===== src/rtl/iec_pkg.sv =====
// shared types and constants of the infix calculator
package iec_pkg;

  localparam int DataWidth = 32;

  typedef enum logic [3:0] {
    PH_LEAD, PH_FIRST, PH_PREOP, PH_LT, PH_GT, PH_POSTOP, PH_SECOND, PH_TAIL, PH_ERR, PH_DONE
  } phase_t;

  typedef enum logic [2:0] {
    OP_NONE, OP_ADD, OP_SUB, OP_MUL, OP_DIV, OP_MOD, OP_SHL, OP_SHR
  } op_t;

  typedef enum logic [1:0] {EV_IDLE, EV_DIV, EV_FIN} ev_t;

  localparam logic [1:0] ST_OK   = 2'd0;
  localparam logic [1:0] ST_SYN  = 2'd1;
  localparam logic [1:0] ST_DIV0 = 2'd2;
  localparam logic [1:0] ST_OVF  = 2'd3;

  localparam logic [8:0] INIT_LEFT  = 9'h1F0;
  localparam logic [8:0] INIT_RIGHT = 9'h1EF;

  // one finished line handed from parser to evaluator
  typedef struct packed {
    logic [DataWidth-1:0] a;
    logic [DataWidth-1:0] b;
    op_t                  op;
    logic                 syn_err;
  } job_t;

  typedef struct packed {
    logic [31:0] value;
    logic [1:0]  status;
    logic [8:0]  left_display;
    logic [8:0]  right_display;
  } res_t;

endpackage


===== src/rtl/iec_parser.sv =====
// front end: character parser that emits one job per line end
module iec_parser import iec_pkg::*; (
  input  logic       clk,
  input  logic       rst_n,
  input  logic       in_valid,
  output logic       in_ready,
  input  logic [7:0] char_code,
  output logic       job_valid,
  input  logic       job_ready,
  output job_t       job
);

  phase_t               ph_r, ph_nxt;
  logic [DataWidth-1:0] a_r, a_nxt, b_r, b_nxt;
  op_t                  op_r, op_nxt;
  logic                 blank, digit, eol, acc;
  logic [DataWidth-1:0] dval, acc_src, acc_val;

  assign blank = (char_code == 8'd32) || (char_code == 8'd9);
  assign digit = (char_code >= 8'd48) && (char_code <= 8'd57);
  assign eol   = (char_code == 8'd13) || (char_code == 8'd10);
  assign in_ready = !eol || job_ready;
  assign acc = in_valid && in_ready;
  assign dval = DataWidth'(char_code - 8'd48);
  assign acc_src = (ph_r == PH_FIRST) ? a_r : (ph_r == PH_SECOND) ? b_r : '0;
  assign acc_val = (acc_src << 3) + (acc_src << 1) + dval;

  assign job_valid = in_valid && eol;
  assign job.a = a_r;
  assign job.b = b_r;
  assign job.op = op_r;
  assign job.syn_err = !(ph_r == PH_SECOND || ph_r == PH_TAIL || ph_r == PH_DONE);

  always_comb begin
    ph_nxt = ph_r;
    a_nxt  = a_r;
    b_nxt  = b_r;
    op_nxt = op_r;
    if (acc) begin
      if (eol) begin
        ph_nxt = PH_LEAD;
        a_nxt  = '0;
        b_nxt  = '0;
        op_nxt = OP_NONE;
      end else if (ph_r == PH_ERR || ph_r == PH_DONE) begin
        ph_nxt = ph_r;
      end else if (char_code == 8'd0) begin
        ph_nxt = (ph_r == PH_SECOND || ph_r == PH_TAIL) ? PH_DONE : PH_ERR;
      end else begin
        ph_nxt = PH_ERR;
        unique case (ph_r)
          PH_LEAD: begin
            if (blank) ph_nxt = PH_LEAD;
            else if (digit) begin a_nxt = acc_val; ph_nxt = PH_FIRST; end
          end
          PH_FIRST, PH_PREOP: begin
            if (ph_r == PH_FIRST && digit) begin a_nxt = acc_val; ph_nxt = PH_FIRST; end
            else if (blank) ph_nxt = PH_PREOP;
            else if (char_code == 8'd60) ph_nxt = PH_LT;
            else if (char_code == 8'd62) ph_nxt = PH_GT;
            else if (char_code == 8'd43) begin op_nxt = OP_ADD; ph_nxt = PH_POSTOP; end
            else if (char_code == 8'd45) begin op_nxt = OP_SUB; ph_nxt = PH_POSTOP; end
            else if (char_code == 8'd42) begin op_nxt = OP_MUL; ph_nxt = PH_POSTOP; end
            else if (char_code == 8'd47) begin op_nxt = OP_DIV; ph_nxt = PH_POSTOP; end
            else if (char_code == 8'd37) begin op_nxt = OP_MOD; ph_nxt = PH_POSTOP; end
          end
          PH_LT: if (char_code == 8'd60) begin op_nxt = OP_SHL; ph_nxt = PH_POSTOP; end
          PH_GT: if (char_code == 8'd62) begin op_nxt = OP_SHR; ph_nxt = PH_POSTOP; end
          PH_POSTOP: begin
            if (blank) ph_nxt = PH_POSTOP;
            else if (digit) begin b_nxt = acc_val; ph_nxt = PH_SECOND; end
          end
          PH_SECOND: begin
            if (digit) begin b_nxt = acc_val; ph_nxt = PH_SECOND; end
            else if (blank) ph_nxt = PH_TAIL;
          end
          PH_TAIL: if (blank) ph_nxt = PH_TAIL;
          default: ph_nxt = PH_ERR;
        endcase
      end
    end
  end

  always_ff @(posedge clk) begin
    if (!rst_n) begin
      ph_r <= PH_LEAD;
      a_r  <= '0;
      b_r  <= '0;
      op_r <= OP_NONE;
    end else begin
      ph_r <= ph_nxt;
      a_r  <= a_nxt;
      b_r  <= b_nxt;
      op_r <= op_nxt;
    end
  end

endmodule


===== src/rtl/iec_fifo.sv =====
// two-entry job queue between parser and evaluator
module iec_fifo import iec_pkg::*; (
  input  logic clk,
  input  logic rst_n,
  input  logic wr_valid,
  output logic wr_ready,
  input  job_t wr_job,
  output logic rd_valid,
  input  logic rd_ready,
  output job_t rd_job
);

  job_t       mem_r [2];
  logic       wp_r, rp_r;
  logic [1:0] cnt_r;
  logic       wr, rd;

  assign wr_ready = cnt_r != 2'd2;
  assign rd_valid = cnt_r != 2'd0;
  assign rd_job   = mem_r[rp_r];
  assign wr = wr_valid && wr_ready;
  assign rd = rd_valid && rd_ready;

  always_ff @(posedge clk) begin
    if (wr) mem_r[wp_r] <= wr_job;
    if (!rst_n) begin
      wp_r  <= 1'b0;
      rp_r  <= 1'b0;
      cnt_r <= 2'd0;
    end else begin
      if (wr) wp_r <= ~wp_r;
      if (rd) rp_r <= ~rp_r;
      cnt_r <= cnt_r + {1'b0, wr} - {1'b0, rd};
    end
  end

endmodule


===== src/rtl/iec_eval.sv =====
// back end: evaluator with a bit-serial divider and a result register
module iec_eval import iec_pkg::*; (
  input  logic clk,
  input  logic rst_n,
  input  logic job_valid,
  output logic job_ready,
  input  job_t job,
  output logic out_valid,
  input  logic out_ready,
  output res_t res
);

  localparam int W  = DataWidth;
  localparam int CW = $clog2(W + 1);

  ev_t          st_r, st_nxt;
  logic [W-1:0] q_r, rem_r, d_r, r_r;
  logic [CW-1:0] cnt_r;
  logic         an_r, bn_r, mod_r, dz_r, syn_r;
  logic [W-1:0] ma, mb, r_fast;
  logic [CW-1:0] sh;
  logic [W:0]   trial;
  logic         an, bn, big, is_div, res_full;
  logic [1:0]   stat;
  res_t         res_r;
  logic         ovalid_r;
  logic [W-1:0] fin_val, fin_neg;
  logic [31:0]  full;

  assign an = job.a[W-1];
  assign bn = job.b[W-1];
  assign ma = an ? -job.a : job.a;
  assign mb = bn ? -job.b : job.b;
  assign big = job.b >= W'(W);
  assign sh  = job.b[CW-1:0];
  assign is_div = (job.op == OP_DIV) || (job.op == OP_MOD);
  assign res_full = ovalid_r && !out_ready;

  always_comb begin
    r_fast = '0;
    case (job.op)
      OP_ADD: r_fast = job.a + job.b;
      OP_SUB: r_fast = job.a - job.b;
      OP_MUL: r_fast = W'(job.a * job.b);
      OP_SHL: r_fast = big ? '0 : job.a << sh;
      OP_SHR: r_fast = big ? {W{an}} : W'($signed(job.a) >>> sh);
      default: r_fast = '0;
    endcase
  end

  assign job_ready = (st_r == EV_IDLE) && !res_full;
  assign trial = {rem_r, q_r[W-1]} - {1'b0, d_r};

  always_comb begin
    st_nxt = st_r;
    unique case (st_r)
      EV_IDLE: if (job_valid && job_ready)
                 st_nxt = (is_div && !job.syn_err && job.b != '0) ? EV_DIV : EV_FIN;
      EV_DIV:  if (cnt_r == CW'(1)) st_nxt = EV_FIN;
      EV_FIN:  if (!res_full) st_nxt = EV_IDLE;
      default: st_nxt = EV_IDLE;
    endcase
  end

  always_ff @(posedge clk) begin
    unique case (st_r)
      EV_IDLE: if (job_valid && job_ready) begin
        syn_r <= job.syn_err || job.op == OP_NONE;
        dz_r  <= is_div && job.b == '0;
        mod_r <= job.op == OP_MOD;
        an_r  <= an;
        bn_r  <= bn;
        q_r   <= ma;
        rem_r <= '0;
        d_r   <= mb;
        cnt_r <= CW'(W);
        r_r   <= r_fast;
      end
      EV_DIV: begin
        cnt_r <= cnt_r - CW'(1);
        if (!trial[W]) begin
          rem_r <= trial[W-1:0];
          q_r   <= {q_r[W-2:0], 1'b1};
        end else begin
          rem_r <= {rem_r[W-2:0], q_r[W-1]};
          q_r   <= {q_r[W-2:0], 1'b0};
        end
      end
      EV_FIN: if (st_nxt == EV_IDLE && cnt_r == '0 && !syn_r && !dz_r) begin
        if (mod_r) r_r <= an_r ? -rem_r : rem_r;
        else       r_r <= (an_r != bn_r) ? -q_r : q_r;
      end
      default: ;
    endcase
  end

  // final value: divide path writes r_r only as EV_FIN ends, so pick directly here
  always_comb begin
    if (cnt_r == '0 && !syn_r && !dz_r)
      fin_val = mod_r ? (an_r ? -rem_r : rem_r) : ((an_r != bn_r) ? -q_r : q_r);
    else
      fin_val = r_r;
  end
  assign fin_neg = -fin_val;
  assign full = 32'($signed(fin_val));

  always_comb begin
    if (syn_r) stat = ST_SYN;
    else if (dz_r) stat = ST_DIV0;
    else if (fin_val[W-1]) stat = (fin_neg > W'(12'hFFF)) ? ST_OVF : ST_OK;
    else stat = (fin_val > W'(16'hFFFF)) ? ST_OVF : ST_OK;
  end

  always_ff @(posedge clk) begin
    if (st_r == EV_FIN && !res_full) begin
      res_r.value  <= (stat == ST_SYN || stat == ST_DIV0) ? 32'd0 : full;
      res_r.status <= stat;
      res_r.left_display  <= (stat == ST_OK) ? {1'b0, fin_val[15:8]} : INIT_LEFT;
      res_r.right_display <= (stat == ST_OK) ? {1'b0, fin_val[7:0]} : INIT_RIGHT;
    end
    if (!rst_n) begin
      st_r     <= EV_IDLE;
      ovalid_r <= 1'b0;
    end else begin
      st_r <= st_nxt;
      if (st_r == EV_FIN && !res_full) ovalid_r <= 1'b1;
      else if (out_ready) ovalid_r <= 1'b0;
    end
  end

  assign out_valid = ovalid_r;
  assign res = res_r;

endmodule


===== src/rtl/infix_expression_calculator.sv =====
// top level of the serial infix integer calculator
// Usage:
//  in_*: one ASCII character per item (in_tdata[7:0] = char_code).
//  out_*: one result item per CR or LF character.
//  The parser takes one character a cycle; a line end waits only while the
//  two-entry job queue is full. The evaluator passes add, subtract, multiply
//  and shifts from its idle state straight to its finish state; divide and
//  remainder first run the one-bit-a-cycle restoring divider. The result
//  register loads in the finish state.
//  The result register holds its item while out_tready is low; the evaluator
//  and then the queue stall behind it, and the parser keeps taking characters
//  until a line end finds the queue full.
//  Reset (rst_n low, synchronous) empties queue and result register and returns
//  the parser to the start of a line.
//  Results: value 32-bit signed, status 0 ok, 1 syntax, 2 divide by zero,
//  3 overflow, plus two 9-bit display codes.
module infix_expression_calculator import iec_pkg::*; (
  input  logic        clk,
  input  logic        rst_n,
  input  logic        in_tvalid,
  output logic        in_tready,
  input  logic [7:0]  in_tdata,   // [7:0] char_code
  output logic        out_tvalid,
  input  logic        out_tready,
  output logic [55:0] out_tdata   // [31:0] value, [33:32] status,
                                  // [42:34] left_display, [51:43] right_display
);

  logic pj_valid, pj_ready, ej_valid, ej_ready;
  job_t pj, ej;
  res_t res;

  iec_parser u_parser (
    .clk(clk), .rst_n(rst_n), .in_valid(in_tvalid), .in_ready(in_tready),
    .char_code(in_tdata), .job_valid(pj_valid), .job_ready(pj_ready), .job(pj)
  );

  iec_fifo u_fifo (
    .clk(clk), .rst_n(rst_n), .wr_valid(pj_valid), .wr_ready(pj_ready), .wr_job(pj),
    .rd_valid(ej_valid), .rd_ready(ej_ready), .rd_job(ej)
  );

  iec_eval u_eval (
    .clk(clk), .rst_n(rst_n), .job_valid(ej_valid), .job_ready(ej_ready), .job(ej),
    .out_valid(out_tvalid), .out_ready(out_tready), .res(res)
  );

  assign out_tdata = {4'd0, res.right_display, res.left_display, res.status, res.value};

  a_hold: assert property (@(posedge clk) disable iff (!rst_n)
    out_tvalid && !out_tready |=> out_tvalid && $stable(out_tdata))
    else $error("result changed while stalled");
  a_disp: assert property (@(posedge clk) disable iff (!rst_n)
    out_tvalid && out_tdata[33:32] != ST_OK |-> out_tdata[42:34] == INIT_LEFT)
    else $error("error result without initials code");
  a_zero: assert property (@(posedge clk) disable iff (!rst_n)
    out_tvalid && (out_tdata[33:32] == ST_SYN || out_tdata[33:32] == ST_DIV0)
    |-> out_tdata[31:0] == 32'd0)
    else $error("error result with nonzero value");

endmodule

===== config.mk =====
export PLATFORM = sky130hd
export DESIGN_NAME = infix_expression_calculator
export DESIGN_NICKNAME = d
export VERILOG_FILES = /design/src/rtl/iec_pkg.sv /design/src/rtl/iec_parser.sv /design/src/rtl/iec_fifo.sv /design/src/rtl/iec_eval.sv /design/src/rtl/infix_expression_calculator.sv
export SDC_FILE = /design/constraint.sdc
export NUM_CORES = 2
export LEC_CHECK = 0
export BUFFER_PORTS_ARGS = -buffer_cell sky130_fd_sc_hd__buf_2
export CAP_MARGIN = 20
export CORE_MARGIN = 8
export CORE_UTILIZATION = 60
export DETAILED_ROUTE_END_ITERATION = 6
export PLACE_DENSITY = 0.78
export SLEW_MARGIN = 40
export SYNTH_ARGS = -nofsm -noshare
export SYNTH_HDL_FRONTEND = slang
export SYNTH_SLANG_ARGS = --single-unit

===== constraint.sdc =====
create_clock -name clk -period 19.45 [get_ports clk]
set_input_delay 4.8625 -clock clk [delete_from_list [all_inputs] [get_ports clk]]
set_output_delay 4.8625 -clock clk [all_outputs]
set_load 0.01 [all_outputs]

* Yosys cells after proc, flatten, opt, wreduce, memory -nomap -nowiden
Memory sizes are Yosys's and may differ from the RTL's. A register that Yosys moved wholly into a read port is not among the register bits. Index checks and enable logic that the tools add are counted.
Word-level totals: register bits after elaboration 269, RAM bits 136, input bits 12, output and inout bits 58, word-level logic and storage cells 247, memories kept 1
Memories:
- u_fifo.mem_r | depth 2, width 68, read ports 1, clocked after Yosys merged registers in 1, write ports 1, line iec_fifo.sv:13 | job_t mem_r [2];
Cells by class: $add $sub $neg 14, multiply operators 1, $lt $le $gt $ge 5, equal/unequal tests 49, shift operators 2, muxes and demuxes 90, bitwise gates (word level) 2, reduce and logical (&&, ||, !) cells 57
Operators with widths (number):
- two-way mux 32 bit | 23
- case mux 32 bit (2 select lines) | 5
- negator 32 bit | 5
- case mux 32 bit (5 select lines) | 1
- adder 32 bit | 3
- two-way mux 31 bit | 3
- two-way mux 4 bit | 20
- == test 8 x 6 -> 1 bit, second input constant | 8
- two-way mux 3 bit | 14
- subtractor 33 x 32 -> 33 bit | 1
- greater-or-equal comparator 32 x 6 -> 1 bit, second input constant | 1
- > comparator 32 x 12 -> 1 bit, second input constant | 1
- > comparator 32 x 16 -> 1 bit, second input constant | 1
- logical NOT 32 bit | 1
- multiplier 32 x 32 -> 32 bit | 1
- nonzero test 32 bit | 1
- left shift 32 x 6 -> 32 bit | 1
- >>> shifter 32 x 6 -> 32 bit | 1
- subtractor 32 bit | 1
- case mux 4 bit (7 select lines) | 1
- == test 8 x 4 -> 1 bit, second input constant | 3
- two-way mux 2 bit | 9
- two-way mux 9 bit | 2
- logical AND 1 bit | 17
- 45 further kinds | 96

* Depth between registers and ports, before layout
depth in word-level cells 14, mapped depth 38, mapped depth without buffers 29

* By module
From an unflattened synthesis, not the netlist that was laid out.
Second synthesis, totals: cells, all modules 5121, area, all modules 46495.8 um^2
By module, submodules not included:
- iec_eval | times used 1, cells an instance 4121, area an instance 35082.4 um^2, seq. area each 5765.5 um^2
- iec_parser | times used 1, cells an instance 759, area an instance 6148.4 um^2, seq. area each 1421.4 um^2
- iec_fifo | times used 1, cells an instance 236, area an instance 5231.3 um^2, seq. area each 4184.0 um^2
- infix_expression_calculator | times used 1, cells an instance 5, area an instance 33.8 um^2, seq. area each 0.0 um^2

* Worst setup path after synthesis
Ideal clock, no wire load.
path kind input -> output, start point input port in_tdata[7], end point output port in_tready, arrival 5.689 ns, required time 14.587 ns, path slack 8.898 ns, cell stages on the path 4, buffers on the path 1, path through nor2_1 and4_1 clkbuf_1 nand3_1
On the way: cells in the longest elaborated chain, start to end 4, elaborated cells between the ends (all ways) 5, those cells by class eq/ne: 2; reduce/logical: 3
Ends and longest elaborated chain:
- start: declaration | line infix_expression_calculator.sv:22 | input logic [7:0] in_tdata,
- == test 8 x 4 -> 1 bit | line iec_parser.sv:21 | assign eol = (char_code == 8'd13) || (char_code == 8'd10);
- logical OR 1 bit * | line iec_parser.sv:21
- logical NOT 1 bit * | line iec_parser.sv:22 | assign in_ready = !eol || job_ready;
- logical OR 1 bit * | line iec_parser.sv:22
- end: declaration | line infix_expression_calculator.sv:21 | output logic in_tready,
Mark *: on every way between the ends. The rest lies on a longest branch, timed or not.

* Worst setup path in the final report
start point input port in_tdata[1], end point output port in_tready
Same word-level chain as after synthesis.

==> impl_results.md <==
* Cell at the root of the clock tree: sky130_fd_sc_hd__clkbuf_16
* Nets@finish at 5663
* Met3 layer usage reported by global route at 11.5%
* Number of distinct library cell variants in the gate-level netlist after synthesis at 94
* Number of global-route vias before repair at 38096
* Routed wire per std cell at around 25 µm
* Critical path peak fanout at 33
* Post-synth top flop: sky130_fd_sc_hd__edfxtp_1
* Final worst hold slack at around 0.47 ns
* Result of the run: finished with violations
* Buffer levels on the longest clock path at 3
* Arrival time at the worst endpoint at 6.28 ns
* Relative area change from synthesis to final layout at 7.27%
* Die Height at 289 µm
* Slew Limit Headroom at 39.3%
* Post-detailed-route via-to-cell ratio at 6.45
* Overall global routing resource usage at ~36%
* Number of clock sinks seen by CTS at roughly 400
* First-pass GRT wire length at 229000 µm
* Number of core rows at 100
* Post-CTS setup buffer count at 0
* Number of standard cells after synthesis at 5015
* Path type of the worst setup path: in -> out
* Die Footprint at 83700 µm²
* Failing checks: DRC
* R2R Path End: u_eval.r_r[31]$_DFFE_PP_
* Actual transition at the worst max-transition pin at 0.908 ns
* Remaining antenna violation count at 0
* Number of antenna violations at the first check in global routing at 5
* Aggregate negative setup slack at 0 ns
* Post-detail-place hpwl at 111000 µm
* Cells on worst reg2reg path at 30
* I/O pin cnt at 70
* Worst Setup Start Kind: input port
* Global Route met2 Usage at between 50% and 60%
* Layout cell share with drive strength beyond 1 at 8.37%
* Yosys warns at 0
* Number of design-rule violations left by the first detailed-router iteration at 4432
* Final estimated routing congestion in global placement at between 1 and 1.5
* Routed Wire Length at 152000 µm
* Total CTS buffers at 43
* RSZ-0062 raised after global routing: no
* Area of the core at ~74000 µm²
* Count of input and output buffers at 65
* Global routing met1 resource utilization at between 40% and 50%
* Tcrit/Tclk final at 57.3%
* Post-cts sizing count at 0
* Total number of H-tree levels at 2
* Clk Latency, worst-skew pair at roughly 0.58 ns
* Most crowded layer after global routing: met2
* Worst min-delay path category: reg -> reg
* Critical Path End Type: primary output
* Slew Viols, Final at 0
* Max-capacitance violation count at 0
* Setup slack, reg-to-reg at 9.21 ns
* Start point of the critical path: in_tdata[1]
* Remaining DRCs at 4
* Origin of the worst min-delay path: u_parser.op_r[2]$_SDFFE_PN0P_
* Clock tree skew after final layout at 0.0221 ns
* First-pass iteration count of the detailed router at 7
* Final-report setup violation count at 0
* Post-synthesis instance area at 44800 µm²
* Vias after detailed routing at a little under 40000
* Average footprint of a synthesized cell at 8.94 µm²
* Cts hold-fix bufs at 0
* Number of enable-type register cells in the synthesized netlist at around 330
* Clock tree from TritonCTS: built
* Remaining global-route overflow at 0
* Clock slew seen by the registers of the worst setup and hold paths at ~0.060 ns
* Async SR Flop Fraction at 0%
* Effective utilization at floorplan at 60.4%
* Highest clock rate at 89.7 MHz
* Flip-flop and latch count after synthesis at just over 400
* Largest net degree at the start of global routing at 83
* Die W at slightly below 300 µm
* Hold Fails Final Rpt at 0
* Minimum clock period after layout at 11.14 ns
* Data required time of the critical path at about 15 ns
* Sequential-to-total area share from yosys stat at 25.4%
* Worst Hold Path EP: u_fifo.mem_r[0][3]$_DFFE_PP_
* Worst hold path cell count at 0
-- synthesized netlist by cell type (11+ instances only) --
cell / count / area share [%]
sky130_fd_sc_hd__xor2_1: 87 / 1.7
sky130_fd_sc_hd__clkbuf_1: 184 / 1.5
sky130_fd_sc_hd__and3_1: 18 / 0.25
sky130_fd_sc_hd__o21ai_0: 229 / 2.6
sky130_fd_sc_hd__a22o_1: 36 / 0.70
sky130_fd_sc_hd__dfxtp_1: 79 / 3.5
sky130_fd_sc_hd__o41ai_1: 17 / 0.33
sky130_fd_sc_hd__a21boi_0: 17 / 0.28
sky130_fd_sc_hd__o31ai_1: 17 / 0.28
sky130_fd_sc_hd__edfxtp_1: 326 / 22
sky130_fd_sc_hd__a21oi_1: 228 / 2.5
sky130_fd_sc_hd__o21bai_1: 14 / 0.23
sky130_fd_sc_hd__a31oi_1: 30 / 0.42
sky130_fd_sc_hd__o211ai_1: 32 / 0.54
sky130_fd_sc_hd__nand4_1: 24 / 0.33
sky130_fd_sc_hd__inv_1: 561 / 4.7
sky130_fd_sc_hd__buf_1: 46 / 0.39
sky130_fd_sc_hd__buf_2: 19 / 0.21
sky130_fd_sc_hd__fa_1: 439 / 20
sky130_fd_sc_hd__or4_1: 15 / 0.25
sky130_fd_sc_hd__nand3_1: 63 / 0.70
sky130_fd_sc_hd__nand2_1: 505 / 4.2
sky130_fd_sc_hd__or3_1: 26 / 0.36
sky130_fd_sc_hd__or2_2: 24 / 0.33
sky130_fd_sc_hd__a21o_1: 50 / 0.84
sky130_fd_sc_hd__ha_1: 231 / 6.4
sky130_fd_sc_hd__and2_1: 31 / 0.43
sky130_fd_sc_hd__nor3_1: 90 / 1.0
sky130_fd_sc_hd__mux2_2: 33 / 0.83
sky130_fd_sc_hd__nand2b_1: 35 / 0.49
sky130_fd_sc_hd__o221ai_1: 12 / 0.23
sky130_fd_sc_hd__a211oi_1: 33 / 0.55
sky130_fd_sc_hd__o22ai_1: 34 / 0.47
sky130_fd_sc_hd__o21a_1: 31 / 0.52
sky130_fd_sc_hd__mux2i_1: 218 / 4.9
sky130_fd_sc_hd__nor2b_1: 72 / 1.0
sky130_fd_sc_hd__nor4_1: 17 / 0.24
sky130_fd_sc_hd__nor2_1: 649 / 5.4
sky130_fd_sc_hd__a22oi_1: 20 / 0.33
sky130_fd_sc_hd__xnor2_1: 223 / 4.4
sky130_fd_sc_hd__a221oi_1: 11 / 0.21
-- placed cells by master, fill, tap and decap left out, types with 50 or more instances in the layout --
cell,synthesis,routed
sky130_fd_sc_hd__nand2_1,505,504
sky130_fd_sc_hd__ha_1,231,230
sky130_fd_sc_hd__xnor2_1,223,222
sky130_fd_sc_hd__nor3_1,90,88
sky130_fd_sc_hd__nand3_1,63,63
sky130_fd_sc_hd__o21ai_0,229,228
sky130_fd_sc_hd__mux2i_1,218,184
sky130_fd_sc_hd__dfxtp_1,79,78
sky130_fd_sc_hd__buf_4,7,107
sky130_fd_sc_hd__buf_2,19,65
sky130_fd_sc_hd__xor2_1,87,87
sky130_fd_sc_hd__a21o_1,50,50
sky130_fd_sc_hd__a21oi_1,228,227
sky130_fd_sc_hd__nor2_1,649,645
sky130_fd_sc_hd__edfxtp_1,326,326
sky130_fd_sc_hd__inv_1,561,558
sky130_fd_sc_hd__fa_1,439,439
sky130_fd_sc_hd__nor2b_1,72,71
-- sequential cells by signal (all words and copies together), names as in the netlist, 2 cells and up, named ones only --
register       count
u_eval.st_r        2
u_fifo.mem_r     136
u_parser.b_r      32
u_fifo.cnt_r       2
u_eval.cnt_r       6
u_eval.rem_r      32
u_eval.res        51
u_eval.q_r        32
u_eval.d_r        32
u_parser.a_r      32
u_parser.op_r      3
u_parser.ph_r      4
u_eval.r_r        32
-- kinds of logic (layout without fill, tap and decap cells) --
group | Yosys count | after routing | share of synthesized area, %
compound gates | 916 | 916 | 13.4
buf+inv | 839 | 837 | 7.23
flops | 405 | 405 | 25.4
simple gates | 1617 | 1617 | 16.0
xor+xnor | 310 | 310 | 6.05
mux | 257 | 257 | 5.87
other cells | 1 | 6 | 0.00836
fa+ha+maj | 670 | 670 | 26.0
-- critical path, stage by stage --
cell,delay (ns)
sky130_fd_sc_hd__buf_2,0.22
sky130_fd_sc_hd__nand2b_1,0.11
sky130_fd_sc_hd__o22ai_1,0.22
sky130_fd_sc_hd__and4_1,0.22
sky130_fd_sc_hd__buf_4,0.35
sky130_fd_sc_hd__nand3_1,0.14
sky130_fd_sc_hd__buf_2,0.16
-- cell type report --
cell class | count | area (µm²)
antenna | 2 | 5.00
clock buffer | 51 | 1150
clock inverter | 29 | 375
fill | 6052 | 26100
inverter | 577 | 2170
multi-input combinational | 3774 | 30600
sequential | 405 | 11400
tap | 969 | 1210
timing repair buffer | 180 | 1210
-- per-stage QoR --
stage               cell area (µm²)  utilization, %  worst slack (ns)  std cells
floorplan                     44900               -              8.90       5018
global placement              46500            62.6              8.31       5901
detailed placement            46500            62.7              8.30       5903
CTS                           48100            64.8              8.29       5983
global route                  48100            64.8              8.16       5985
finish                        48100            64.8              8.31       5987
-- worst max path at each step --
stage	endpoint	slack, ns	cells past startpoint
global placement	in_tready	8.31	7
detailed placement	in_tready	8.30	7
global route	in_tready	8.16	7
CTS	in_tready	8.29	7
floorplan	in_tready	8.90	4
finish	in_tready	8.31	7
-- metal layers --
layer,vias up,share of wire [%]
li1,16866,-
met1,18637,37
met2,2477,43
met3,652,13
met4,4,7.5
met5,-,0.087
Power is left out: the tool's default activity adds up to more than one toggle a clock period on the data nets, which glitch-free logic cannot reach.
